<file path="src/design/blad_pkg.sv">
// ----------------------------------------------------------------------------
// blad_pkg
// Shared types and constants for the bounded append/delete list.
// ----------------------------------------------------------------------------
package blad_pkg;

  localparam int DEFAULT_LIST_DEPTH = 16;
  localparam int KEY_W              = 32;
  localparam int TOTAL_W            = 32;
  localparam int OUT_CNT_W          = 5;

  typedef enum logic {
    MODE_APPEND = 1'b0,
    MODE_DELETE = 1'b1
  } mode_t;

  typedef enum logic [1:0] {
    STATUS_APPENDED  = 2'd0,
    STATUS_FULL      = 2'd1,
    STATUS_REMOVED   = 2'd2,
    STATUS_NOT_FOUND = 2'd3
  } status_t;

  typedef enum logic {
    ST_IDLE  = 1'b0,
    ST_SWEEP = 1'b1
  } state_t;

  // Per-cell control from the list controller.
  typedef struct packed {
    logic shift;
    logic load;
  } cell_ctrl_t;

endpackage

</file>
<file path="src/design/blad_cell.sv">
// ----------------------------------------------------------------------------
// blad_cell
// One list slot: holds an entry, loads a new key or takes its neighbour's.
// ----------------------------------------------------------------------------
module blad_cell (
  input  logic                      clk,
  input  blad_pkg::cell_ctrl_t      ctrl,
  input  logic [blad_pkg::KEY_W-1:0] load_data,
  input  logic [blad_pkg::KEY_W-1:0] next_data,
  output logic [blad_pkg::KEY_W-1:0] data_q
);
  import blad_pkg::*;

  logic [KEY_W-1:0] data_r;
  logic [KEY_W-1:0] data_nxt;

  // A load wins over the shift, so the tail slot can take the recirculated head.
  always_comb begin
    priority if (ctrl.load) begin
      data_nxt = load_data;
    end else if (ctrl.shift) begin
      data_nxt = next_data;
    end else begin
      data_nxt = data_r;
    end
  end

  always_ff @(posedge clk) begin
    data_r <= data_nxt;
  end

  assign data_q = data_r;

endmodule

</file>
<file path="src/design/bounded_list_append_delete.sv">
// ----------------------------------------------------------------------------
// bounded_list_append_delete
// Ordered list of signed keys held in a chain of cells, with append at the
// tail and delete of every matching entry, plus saturating event totals.
//
//   Channel   Handshake          Payload
//   -------   ----------------   ---------------------------------------------
//   input     start / busy       in_mode, in_key
//   result    out_valid strobe   out_status, out_removed_count, out_occupancy,
//                                out_append_total, out_removal_total
//
// An append's result is registered and appears in the following cycle.
// A delete sweeps the held entries once through the chain, one entry per
// cycle; on an empty list it reports not-found without a sweep.
// During the sweep busy is high and start is ignored. Reset is synchronous
// and active low and empties the list. The receiver cannot stall: each
// result is shown for exactly one cycle.
// ----------------------------------------------------------------------------
module bounded_list_append_delete #(
  parameter int LIST_DEPTH = blad_pkg::DEFAULT_LIST_DEPTH
) (
  input  logic                          clk,
  input  logic                          rst_n,
  input  logic                          start,
  output logic                          busy,
  input  logic                          in_mode,
  input  logic signed [blad_pkg::KEY_W-1:0] in_key,
  output logic                          out_valid,
  output logic [1:0]                    out_status,
  output logic [blad_pkg::OUT_CNT_W-1:0] out_removed_count,
  output logic [blad_pkg::OUT_CNT_W-1:0] out_occupancy,
  output logic [blad_pkg::TOTAL_W-1:0]  out_append_total,
  output logic [blad_pkg::TOTAL_W-1:0]  out_removal_total
);
  import blad_pkg::*;

  localparam int CW = $clog2(LIST_DEPTH + 1);

  state_t           state_r, state_nxt;
  logic [CW-1:0]    fill_r, fill_nxt;
  logic [CW-1:0]    step_r, step_nxt;
  logic [CW-1:0]    removed_r, removed_nxt;
  logic [KEY_W-1:0] key_r, key_nxt;
  logic [TOTAL_W-1:0] app_tot_r, app_tot_nxt;
  logic [TOTAL_W-1:0] rem_tot_r, rem_tot_nxt;
  logic             vld_r, vld_nxt;
  status_t          status_r, status_nxt;
  logic [CW-1:0]    res_removed_r, res_removed_nxt;

  logic             shift_en;
  logic             load_en;
  logic [CW-1:0]    wpos;
  logic [KEY_W-1:0] load_data;
  logic [KEY_W-1:0] cell_q [LIST_DEPTH];
  logic             head_match;
  logic [TOTAL_W:0] rem_sum;

  assign head_match = (cell_q[0] == key_r);
  // On the last sweep cycle the new total adds the running count and this head.
  assign rem_sum    = {1'b0, rem_tot_r} + (TOTAL_W + 1)'(removed_r)
                      + (TOTAL_W + 1)'(head_match);

  always_comb begin
    state_nxt       = state_r;
    fill_nxt        = fill_r;
    step_nxt        = step_r;
    removed_nxt     = removed_r;
    key_nxt         = key_r;
    app_tot_nxt     = app_tot_r;
    rem_tot_nxt     = rem_tot_r;
    vld_nxt         = 1'b0;
    status_nxt      = status_r;
    res_removed_nxt = res_removed_r;
    shift_en        = 1'b0;
    load_en         = 1'b0;
    wpos            = fill_r;
    load_data       = in_key;

    unique case (state_r)
      ST_IDLE: begin
        if (start) begin
          if (in_mode == MODE_APPEND) begin
            vld_nxt         = 1'b1;
            res_removed_nxt = '0;
            if (fill_r < CW'(LIST_DEPTH)) begin
              load_en    = 1'b1;
              fill_nxt   = fill_r + CW'(1);
              status_nxt = STATUS_APPENDED;
              if (app_tot_r != '1) begin
                app_tot_nxt = app_tot_r + TOTAL_W'(1);
              end
            end else begin
              status_nxt = STATUS_FULL;
            end
          end else begin
            key_nxt     = in_key;
            removed_nxt = '0;
            if (fill_r == '0) begin
              vld_nxt         = 1'b1;
              res_removed_nxt = '0;
              status_nxt      = STATUS_NOT_FOUND;
            end else begin
              step_nxt  = fill_r;
              state_nxt = ST_SWEEP;
            end
          end
        end
      end
      ST_SWEEP: begin
        // The head leaves cell 0 each cycle; a kept entry rejoins at the tail,
        // so after one pass the survivors are back in their original order.
        shift_en  = 1'b1;
        load_data = cell_q[0];
        wpos      = fill_r - CW'(1);
        if (head_match) begin
          fill_nxt    = fill_r - CW'(1);
          removed_nxt = removed_r + CW'(1);
        end else begin
          load_en = 1'b1;
        end
        step_nxt = step_r - CW'(1);
        if (step_r == CW'(1)) begin
          state_nxt       = ST_IDLE;
          vld_nxt         = 1'b1;
          res_removed_nxt = removed_nxt;
          status_nxt      = (removed_nxt != '0) ? STATUS_REMOVED : STATUS_NOT_FOUND;
          rem_tot_nxt     = rem_sum[TOTAL_W] ? '1 : rem_sum[TOTAL_W-1:0];
        end
      end
      default: begin
        state_nxt = ST_IDLE;
      end
    endcase
  end

  always_ff @(posedge clk) begin
    if (!rst_n) begin
      state_r   <= ST_IDLE;
      fill_r    <= '0;
      step_r    <= '0;
      removed_r <= '0;
      app_tot_r <= '0;
      rem_tot_r <= '0;
      vld_r     <= 1'b0;
    end else begin
      state_r   <= state_nxt;
      fill_r    <= fill_nxt;
      step_r    <= step_nxt;
      removed_r <= removed_nxt;
      app_tot_r <= app_tot_nxt;
      rem_tot_r <= rem_tot_nxt;
      vld_r     <= vld_nxt;
    end
  end

  always_ff @(posedge clk) begin
    key_r         <= key_nxt;
    status_r      <= status_nxt;
    res_removed_r <= res_removed_nxt;
  end

  for (genvar i = 0; i < LIST_DEPTH; i++) begin : g_cell
    cell_ctrl_t       ctrl;
    logic [KEY_W-1:0] nbr;

    assign ctrl.shift = shift_en;
    assign ctrl.load  = load_en && (wpos == CW'(i));

    if (i == LIST_DEPTH - 1) begin : g_last
      assign nbr = '0;
    end else begin : g_mid
      assign nbr = cell_q[i+1];
    end

    blad_cell u_cell (
      .clk       (clk),
      .ctrl      (ctrl),
      .load_data (load_data),
      .next_data (nbr),
      .data_q    (cell_q[i])
    );
  end

  assign busy              = (state_r != ST_IDLE);
  assign out_valid         = vld_r;
  assign out_status        = status_r;
  assign out_removed_count = OUT_CNT_W'(res_removed_r);
  assign out_occupancy     = OUT_CNT_W'(fill_r);
  assign out_append_total  = app_tot_r;
  assign out_removal_total = rem_tot_r;

endmodule

</file>
<file path="config.mk">
export PLATFORM = sky130hd
export DESIGN_NAME = bounded_list_append_delete
export DESIGN_NICKNAME = d
export VERILOG_FILES = /design/src/design/blad_pkg.sv /design/src/design/blad_cell.sv /design/src/design/bounded_list_append_delete.sv
export SDC_FILE = /design/constraint.sdc
export NUM_CORES = 1
export LEC_CHECK = 0
export BUFFER_PORTS_ARGS = -buffer_cell sky130_fd_sc_hd__buf_4
export CAP_MARGIN = 20
export CORE_ASPECT_RATIO = 1.75
export CORE_MARGIN = 1
export CORE_UTILIZATION = 45
export CTS_CLUSTER_SIZE = 14
export DETAILED_ROUTE_END_ITERATION = 8
export PLACE_DENSITY = 0.63
export SYNTH_ARGS = -nofsm -noshare
export SYNTH_HDL_FRONTEND = slang
export SYNTH_HIERARCHICAL = 1
export SYNTH_SLANG_ARGS = --single-unit
export TNS_END_PERCENT = 50
</file>
<file path="constraint.sdc">
create_clock -name clk -period 5.04 [get_ports clk]
set_input_delay 0.252 -clock clk [delete_from_list [all_inputs] [get_ports clk]]
set_output_delay 0.252 -clock clk [all_outputs]
set_load 0.1 [all_outputs]
</file>
# Yosys cells after proc, flatten, opt, wreduce, memory -nomap -nowiden
# Index checks and enable logic that the tools add are counted.
dict set report totals {
  word_cells 181
  output_inout_bits 78
  input_bits 36
  regBits 632
}
dict set report classes {
  addsub 7
  n_lt_le_gt_ge 1
  n_reduce_logical 42
  n_bitwise 2
  n_eq_ne 26
  muxes 77
}
# op n
set ops {}
lappend ops {{$mux W32} 34}
lappend ops {{$mux W5} 16}
lappend ops {{$eq A5 B4 Y1 const B} 8}
lappend ops {{$pmux W5 S2} 4}
lappend ops {{$add A32 B5 Y33} 1}
lappend ops {{$add A33 B1 Y33} 1}
lappend ops {{$add A32 B1 Y32 const B} 1}
lappend ops {{$eq A32 B32 Y1} 1}
lappend ops {{$ne A32 B32 Y1 const B} 1}
lappend ops {{$reduce_bool A2 Y1} 16}
lappend ops {{$eq A5 B3 Y1 const B} 4}
lappend ops {{$logic_and A1 B1 Y1} 16}
lappend ops {{$mux W1} 15}
lappend ops {{$add A5 B1 Y5 const B} 2}
lappend ops {{$eq A5 B1 Y1 const B} 2}
lappend ops {{$eq A5 B2 Y1 const B} 2}
lappend ops {{$logic_not A5 Y1} 2}
lappend ops {{$ne A2 B2 Y1 const B} 5}
lappend ops {{$sub A5 B1 Y5 const B} 2}
lappend ops {{$reduce_and A3 Y1} 3}
lappend ops {{$mux W2} 4}
lappend ops {{$pmux W1 S2} 3}
lappend ops {{$lt A5 B5 Y1 const B} 1}
lappend ops {{$reduce_and A5 Y1} 1}
lappend ops {{other kinds (7)} 10}

# Logic depth before layout (Yosys ltp)
dict set report depth {
  word_depth 7
  depth_mapped 16
  mapped_depth_nobuf 14
}

# Cells and area by module
# Netlist, hierarchy kept.
# module area_each_um2 cells_each seq_area_each_um2 n_inst
set modules_own_cells {}
lappend modules_own_cells {blad_cell 1507.7 69 960.9 16}
lappend modules_own_cells {bounded_list_append_delete 6672.6 724 2792.7 1}

# Least setup slack after synthesis
# OpenSTA, ideal clock, no wires.
dict set report synth_timing {
  path_kind {register to register}
  startpoint {reg state_r (netlist: busy)}
  endpoint {reg g_cell[10].u_cell.data_r[0], enable pin}
  n_path_buf 4
  arrival_ns 3.798
  t_required_ns 4.650
  path_stages_with_launch 11
  setup_ns 0.390
  path_slack_ns 0.852
  period_less_slack_ns 4.188
  cell_sequence {dfxtp_1 inv_1 clkbuf_1 buf_1 ha_1 nor2b_1 nand2_1 nor3_1 buf_6 buf_12 or2_1}
}
# element line
set synth_rtl {}
lappend synth_rtl {{start, declared} bounded_list_append_delete.sv:39} ;# state_t state_r, state_nxt;
lappend synth_rtl {{start signal, assigned} bounded_list_append_delete.sv:146} ;# state_r <= state_nxt;
lappend synth_rtl {{end signal, assigned} blad_cell.sv:29} ;# data_r <= data_nxt;
lappend synth_rtl {{end, declared} blad_cell.sv:14} ;# logic [KEY_W-1:0] data_r;

==> results.md <==
| Quantity | Value |
|---|---|
| Net Sw Frac | 22.5% |
| Post-route fraction of the period consumed by the critical path | 92.1% |
| Drt initial violations | 763 |
| Leak | 12.0 nW |
| Nature of the critical path startpoint | flip-flop |
| Crit path max fanout | 15 |
| P_int | 8.57 mW |
| Post-detailed-route via-to-cell ratio | 5.30 |
| RSZ-0062 raised after global routing | no |
| Register bit count reported by yosys | 632 |
| Post-cts gate resize count | 0 |
| CTS buffer count | 58 |
| Startpoint of the worst hold path | in_mode |
| Final count of negative-setup-slack endpoints | 0 |
| CTS Sinks | 632 |
| Post-route insts no fill | 2,960 |
| Post-route DRC | 0 |
| Worst Tran Pin Value | 1.02 ns |
| Length in cells of the worst reg-to-reg path | 15 |
| Post-detailed-route count of antenna-violating nets | 0 |
| Endpoint of the worst-slack reg-to-reg timing path | out_removal_total[15] |
| Min-Delay Endpoint | out_status[1] |
| Switch Pwr | 2.48 mW |
| Detailed-placement wirelength estimate | 42.4 mm |
| Setup crit end kind | flip-flop |
| Hold path depth | 3 |
| Total number of placement rows | 126 |
| Number of detailed-routing iterations run before antenna repair | 5 |
| Fmax | 215 MHz |
| Unique masters post-synth | 67 |
| Yosys warning count | 6 |
| Async set-or-reset flop fraction in the synthesized netlist | 0% |
| CTS Root Buffer Type | sky130_fd_sc_hd__clkbuf_16 |
| Portion of total power attributed to the clock network | 37.0% |
| Final Hold Fails | 0 |
| Combined flip-flop and latch cell area | 18,200 µm² |
| Chip height | 348 µm |
| Max Buffers Root-to-Sink | 3 |
| Most frequent cells in the layout | sky130_fd_sc_hd__edfxtp_1 (551), sky130_fd_sc_hd__mux2_4 (464), sky130_fd_sc_hd__buf_4 (161) |
| Via count of the first global-routing pass | 16,697 |
| # Max-Cap Violations | 0 |
| Routability congestion estimate from global placement | 0.917 |
| Maximum ir drop on the vdd rail | 246 µV |
| Final net count | 2,072 |
| Max-slew violations | 0 |
| TritonCTS clock tree | yes |
| Post-Route Skew | 0.0180 ns |
| Remaining global-route overflow | 0 |
| Pin count of the biggest net entering global routing | 67 |
| Clock latency on the worst-skew pair | 0.60 ns |
| Most common cell after layout, fill and taps aside | sky130_fd_sc_hd__edfxtp_1 |
| Number of H-tree levels | 2 |
| Outcome | finished clean |
| Source of the worst register-to-register timing path | g_cell[0].u_cell/data_q[22] |
| Top-Level Pins | 114 |
| Clock slew at reported path FFs | 0.06 ns |
| Worst min-delay path class | in -> reg |
| Core Footprint | 67,600 µm² |
| Placed cell count | 2,824 |
| Global router's overall resource usage | 17.2% |
| Initial Util | 45.5% |
| Commonest register cell after synthesis | sky130_fd_sc_hd__edfxtp_1 |
| Required time of the worst setup path | 5.54 ns |
| Headroom to the max-slew limit | 31.5% |
| Area growth from synthesis to final layout | 10.9% |
| Share of cells above drive strength 1 | 39.5% |
| First-pass GRT wire length | 93.8 mm |
| Combinational share of power | 8.6% |
| Sequential share of power | 54.4% |
| Number of instances in the synthesized netlist | 1,828 |
| Final TNS setup | 0 ns |
| Routed WL per cell | 19.9 µm |
| Count of buffers inserted at the top-level ports | 113 |
| Count of flip-flops with a built-in enable after synthesis | 551 |
| Antenna violations before repair | 3 |
| Width of the chip | 200 µm |
| Type of the worst setup path | reg -> reg |
| Total length of routed wires | 58.9 mm |
| Reg-to-reg setup timing slack | 0.40 ns |
| Via total after detailed routing | 15,696 |
| Multi-input gate area | 11,500 µm² |
| Post-synth design cell area | 30,800 µm² |
| Tmin final | 4.64 ns |
| Critical path data arrival time | 5.14 ns |
| Pwr/cell area | 324 nW/µm² |
| Avg Cell Area, Syn | 16.8 µm² |
| Area enclosed by the die boundary | 69,500 µm² |
| Sequential cell area fraction in the yosys report | 59.0% |
| # fillers | 5,554 |
[worst max-delay path, cell delays in order, from the launching register on]
cell	delay [ns]
sky130_fd_sc_hd__edfxtp_1	0.40
sky130_fd_sc_hd__xnor2_1	0.54
sky130_fd_sc_hd__nand4_1	0.21
sky130_fd_sc_hd__nor4_2	0.55
sky130_fd_sc_hd__buf_4	0.24
sky130_fd_sc_hd__and2_1	0.15
sky130_fd_sc_hd__inv_1	0.05
sky130_fd_sc_hd__fa_1	0.38
sky130_fd_sc_hd__inv_1	0.10
sky130_fd_sc_hd__fa_1	0.21
sky130_fd_sc_hd__a21o_1	0.13
sky130_fd_sc_hd__a21o_1	0.14
sky130_fd_sc_hd__a21oi_1	0.09
sky130_fd_sc_hd__or4_1	0.84
sky130_fd_sc_hd__nor4bb_1	0.27
sky130_fd_sc_hd__a211oi_1	0.25
[synthesized netlist by cell type (3+ instances only)]
| master | n | share of area (%) |
|---|---|---|
| sky130_fd_sc_hd__xnor2_1 | 70 | 2.0 |
| sky130_fd_sc_hd__and4_1 | 6 | 0.17 |
| sky130_fd_sc_hd__nor3b_1 | 3 | 0.073 |
| sky130_fd_sc_hd__nor2_1 | 77 | 0.94 |
| sky130_fd_sc_hd__nor4_2 | 4 | 0.16 |
| sky130_fd_sc_hd__mux2i_1 | 9 | 0.29 |
| sky130_fd_sc_hd__edfxtp_1 | 551 | 54 |
| sky130_fd_sc_hd__nor2b_1 | 5 | 0.10 |
| sky130_fd_sc_hd__o211a_1 | 3 | 0.098 |
| sky130_fd_sc_hd__inv_1 | 28 | 0.34 |
| sky130_fd_sc_hd__nand4_1 | 22 | 0.45 |
| sky130_fd_sc_hd__nor4_1 | 16 | 0.33 |
| sky130_fd_sc_hd__or2_1 | 16 | 0.33 |
| sky130_fd_sc_hd__a211oi_1 | 8 | 0.20 |
| sky130_fd_sc_hd__nand2_1 | 43 | 0.52 |
| sky130_fd_sc_hd__a2111oi_0 | 8 | 0.23 |
| sky130_fd_sc_hd__and2_1 | 8 | 0.16 |
| sky130_fd_sc_hd__buf_12 | 48 | 3.1 |
| sky130_fd_sc_hd__xor2_1 | 3 | 0.085 |
| sky130_fd_sc_hd__nand2b_1 | 3 | 0.061 |
| sky130_fd_sc_hd__mux2_4 | 464 | 23 |
| sky130_fd_sc_hd__ha_1 | 13 | 0.53 |
| sky130_fd_sc_hd__nand4_2 | 3 | 0.12 |
| sky130_fd_sc_hd__dfxtp_1 | 81 | 5.3 |
| sky130_fd_sc_hd__buf_2 | 5 | 0.081 |
| sky130_fd_sc_hd__or3_1 | 10 | 0.20 |
| sky130_fd_sc_hd__a31oi_1 | 9 | 0.18 |
| sky130_fd_sc_hd__nor3_1 | 37 | 0.60 |
| sky130_fd_sc_hd__o221a_2 | 4 | 0.15 |
| sky130_fd_sc_hd__buf_6 | 16 | 0.59 |
| sky130_fd_sc_hd__o21ai_0 | 24 | 0.39 |
| sky130_fd_sc_hd__a21oi_1 | 36 | 0.59 |
| sky130_fd_sc_hd__mux2_2 | 81 | 3.0 |
| sky130_fd_sc_hd__a22oi_1 | 3 | 0.073 |
| sky130_fd_sc_hd__nand3_1 | 34 | 0.55 |
| sky130_fd_sc_hd__clkbuf_1 | 22 | 0.27 |
| sky130_fd_sc_hd__a21o_1 | 5 | 0.12 |
| sky130_fd_sc_hd__and3_1 | 12 | 0.24 |
[power groups by stage]
| stage | clock [mW] | combinational [mW] | sequential (mW) |
|---|---|---|---|
| after floorplan | 0 | 0.630 | 6.17 |
| after global placement | 0 | 0.911 | 6.12 |
| after detailed placement | 0 | 0.935 | 6.13 |
| after CTS | 4.23 | 0.961 | 6.02 |
| after global routing | 4.41 | 1.02 | 6.04 |
| final | 4.09 | 0.950 | 6.02 |
[per-stage QoR]
step                cell area [µm²]  util [%]  worst slack, ns  hold slack (ns)  power (mW)
finish                        34200      50.5            0.398           0.0508        11.1
global route                  34200      50.5            0.294           0.0408        11.5
CTS                           34200      50.5            0.527         0.000628        11.2
detailed placement            32100      47.5            0.541            0.441        7.07
global placement              32100      47.5            0.547            0.441        7.03
floorplan                     30900         -            0.852            0.351        6.80
[timing repair]
item,4_1_cts,5_1_grt
hold buffers,33,0
hold endpoints to repair,36,0
setup buffers,0,0
[layer usage]
layer | vias to the layer above | track usage, % | part of all wire, % | wire [µm]
met3 | 127 | 2.63 | 4.0 | 2380
met4 | 0 | 8.04 | 4.4 | 2560
met1 | 7930 | 17.4 | 36 | 21000
met2 | 323 | 33.6 | 56 | 33000
met5 | - | 0 | 0 | 0
li1 | 7316 | - | - | -
[how the worst max path moves through the flow]
stage                           startpoint                          end  slack (ns)  cells after the start
4_1_cts        g_cell[0].u_cell/data_q[21]        out_removal_total[15]        0.53                     15
5_1_grt        g_cell[0].u_cell/data_q[26]        out_removal_total[15]        0.29                     15
3_5_place_dp   g_cell[0].u_cell/data_q[21]        out_removal_total[15]        0.54                     15
6_report       g_cell[0].u_cell/data_q[22]        out_removal_total[15]        0.40                     15
3_3_place_gp   g_cell[0].u_cell/data_q[21]        out_removal_total[15]        0.55                     15
2_1_floorplan                         busy  g_cell[10].u_cell/data_q[0]        0.85                     10
[cell type report]
class,instances,share of cell area [%]
well taps,896,3.28
inverters,29,0.319
repair buffers,195,4.56
flip-flops and latches,632,53.2
multi-input cells,1105,33.6
clock inverters,27,0.516
clock buffers,73,4.48
diodes,3,0.0220
[kinds of logic after synthesis]
logic type	Yosys count	share of synthesized area [%]
flip-flops	632	59.0
multiplexers	554	25.9
AND/OR/NAND/NOR	316	5.51
buffers and inverters	122	4.44
AO/OA/AOI/OAI	115	2.43
XOR/XNOR	73	2.08
adder cells (fa/ha/maj)	15	0.658
other	1	0.0122
[state kept, by name, summed over array words and instances (netlist names)]
signal,count
g_cell.u_cell/data_q,512
step_r,5
out_valid,1
out_occupancy,5
key_r,32
out_status,2
out_append_total,32
out_removal_total,32
busy,1
removed_r,5
out_removed_count,5
Power figures use the tool's default switching activity.
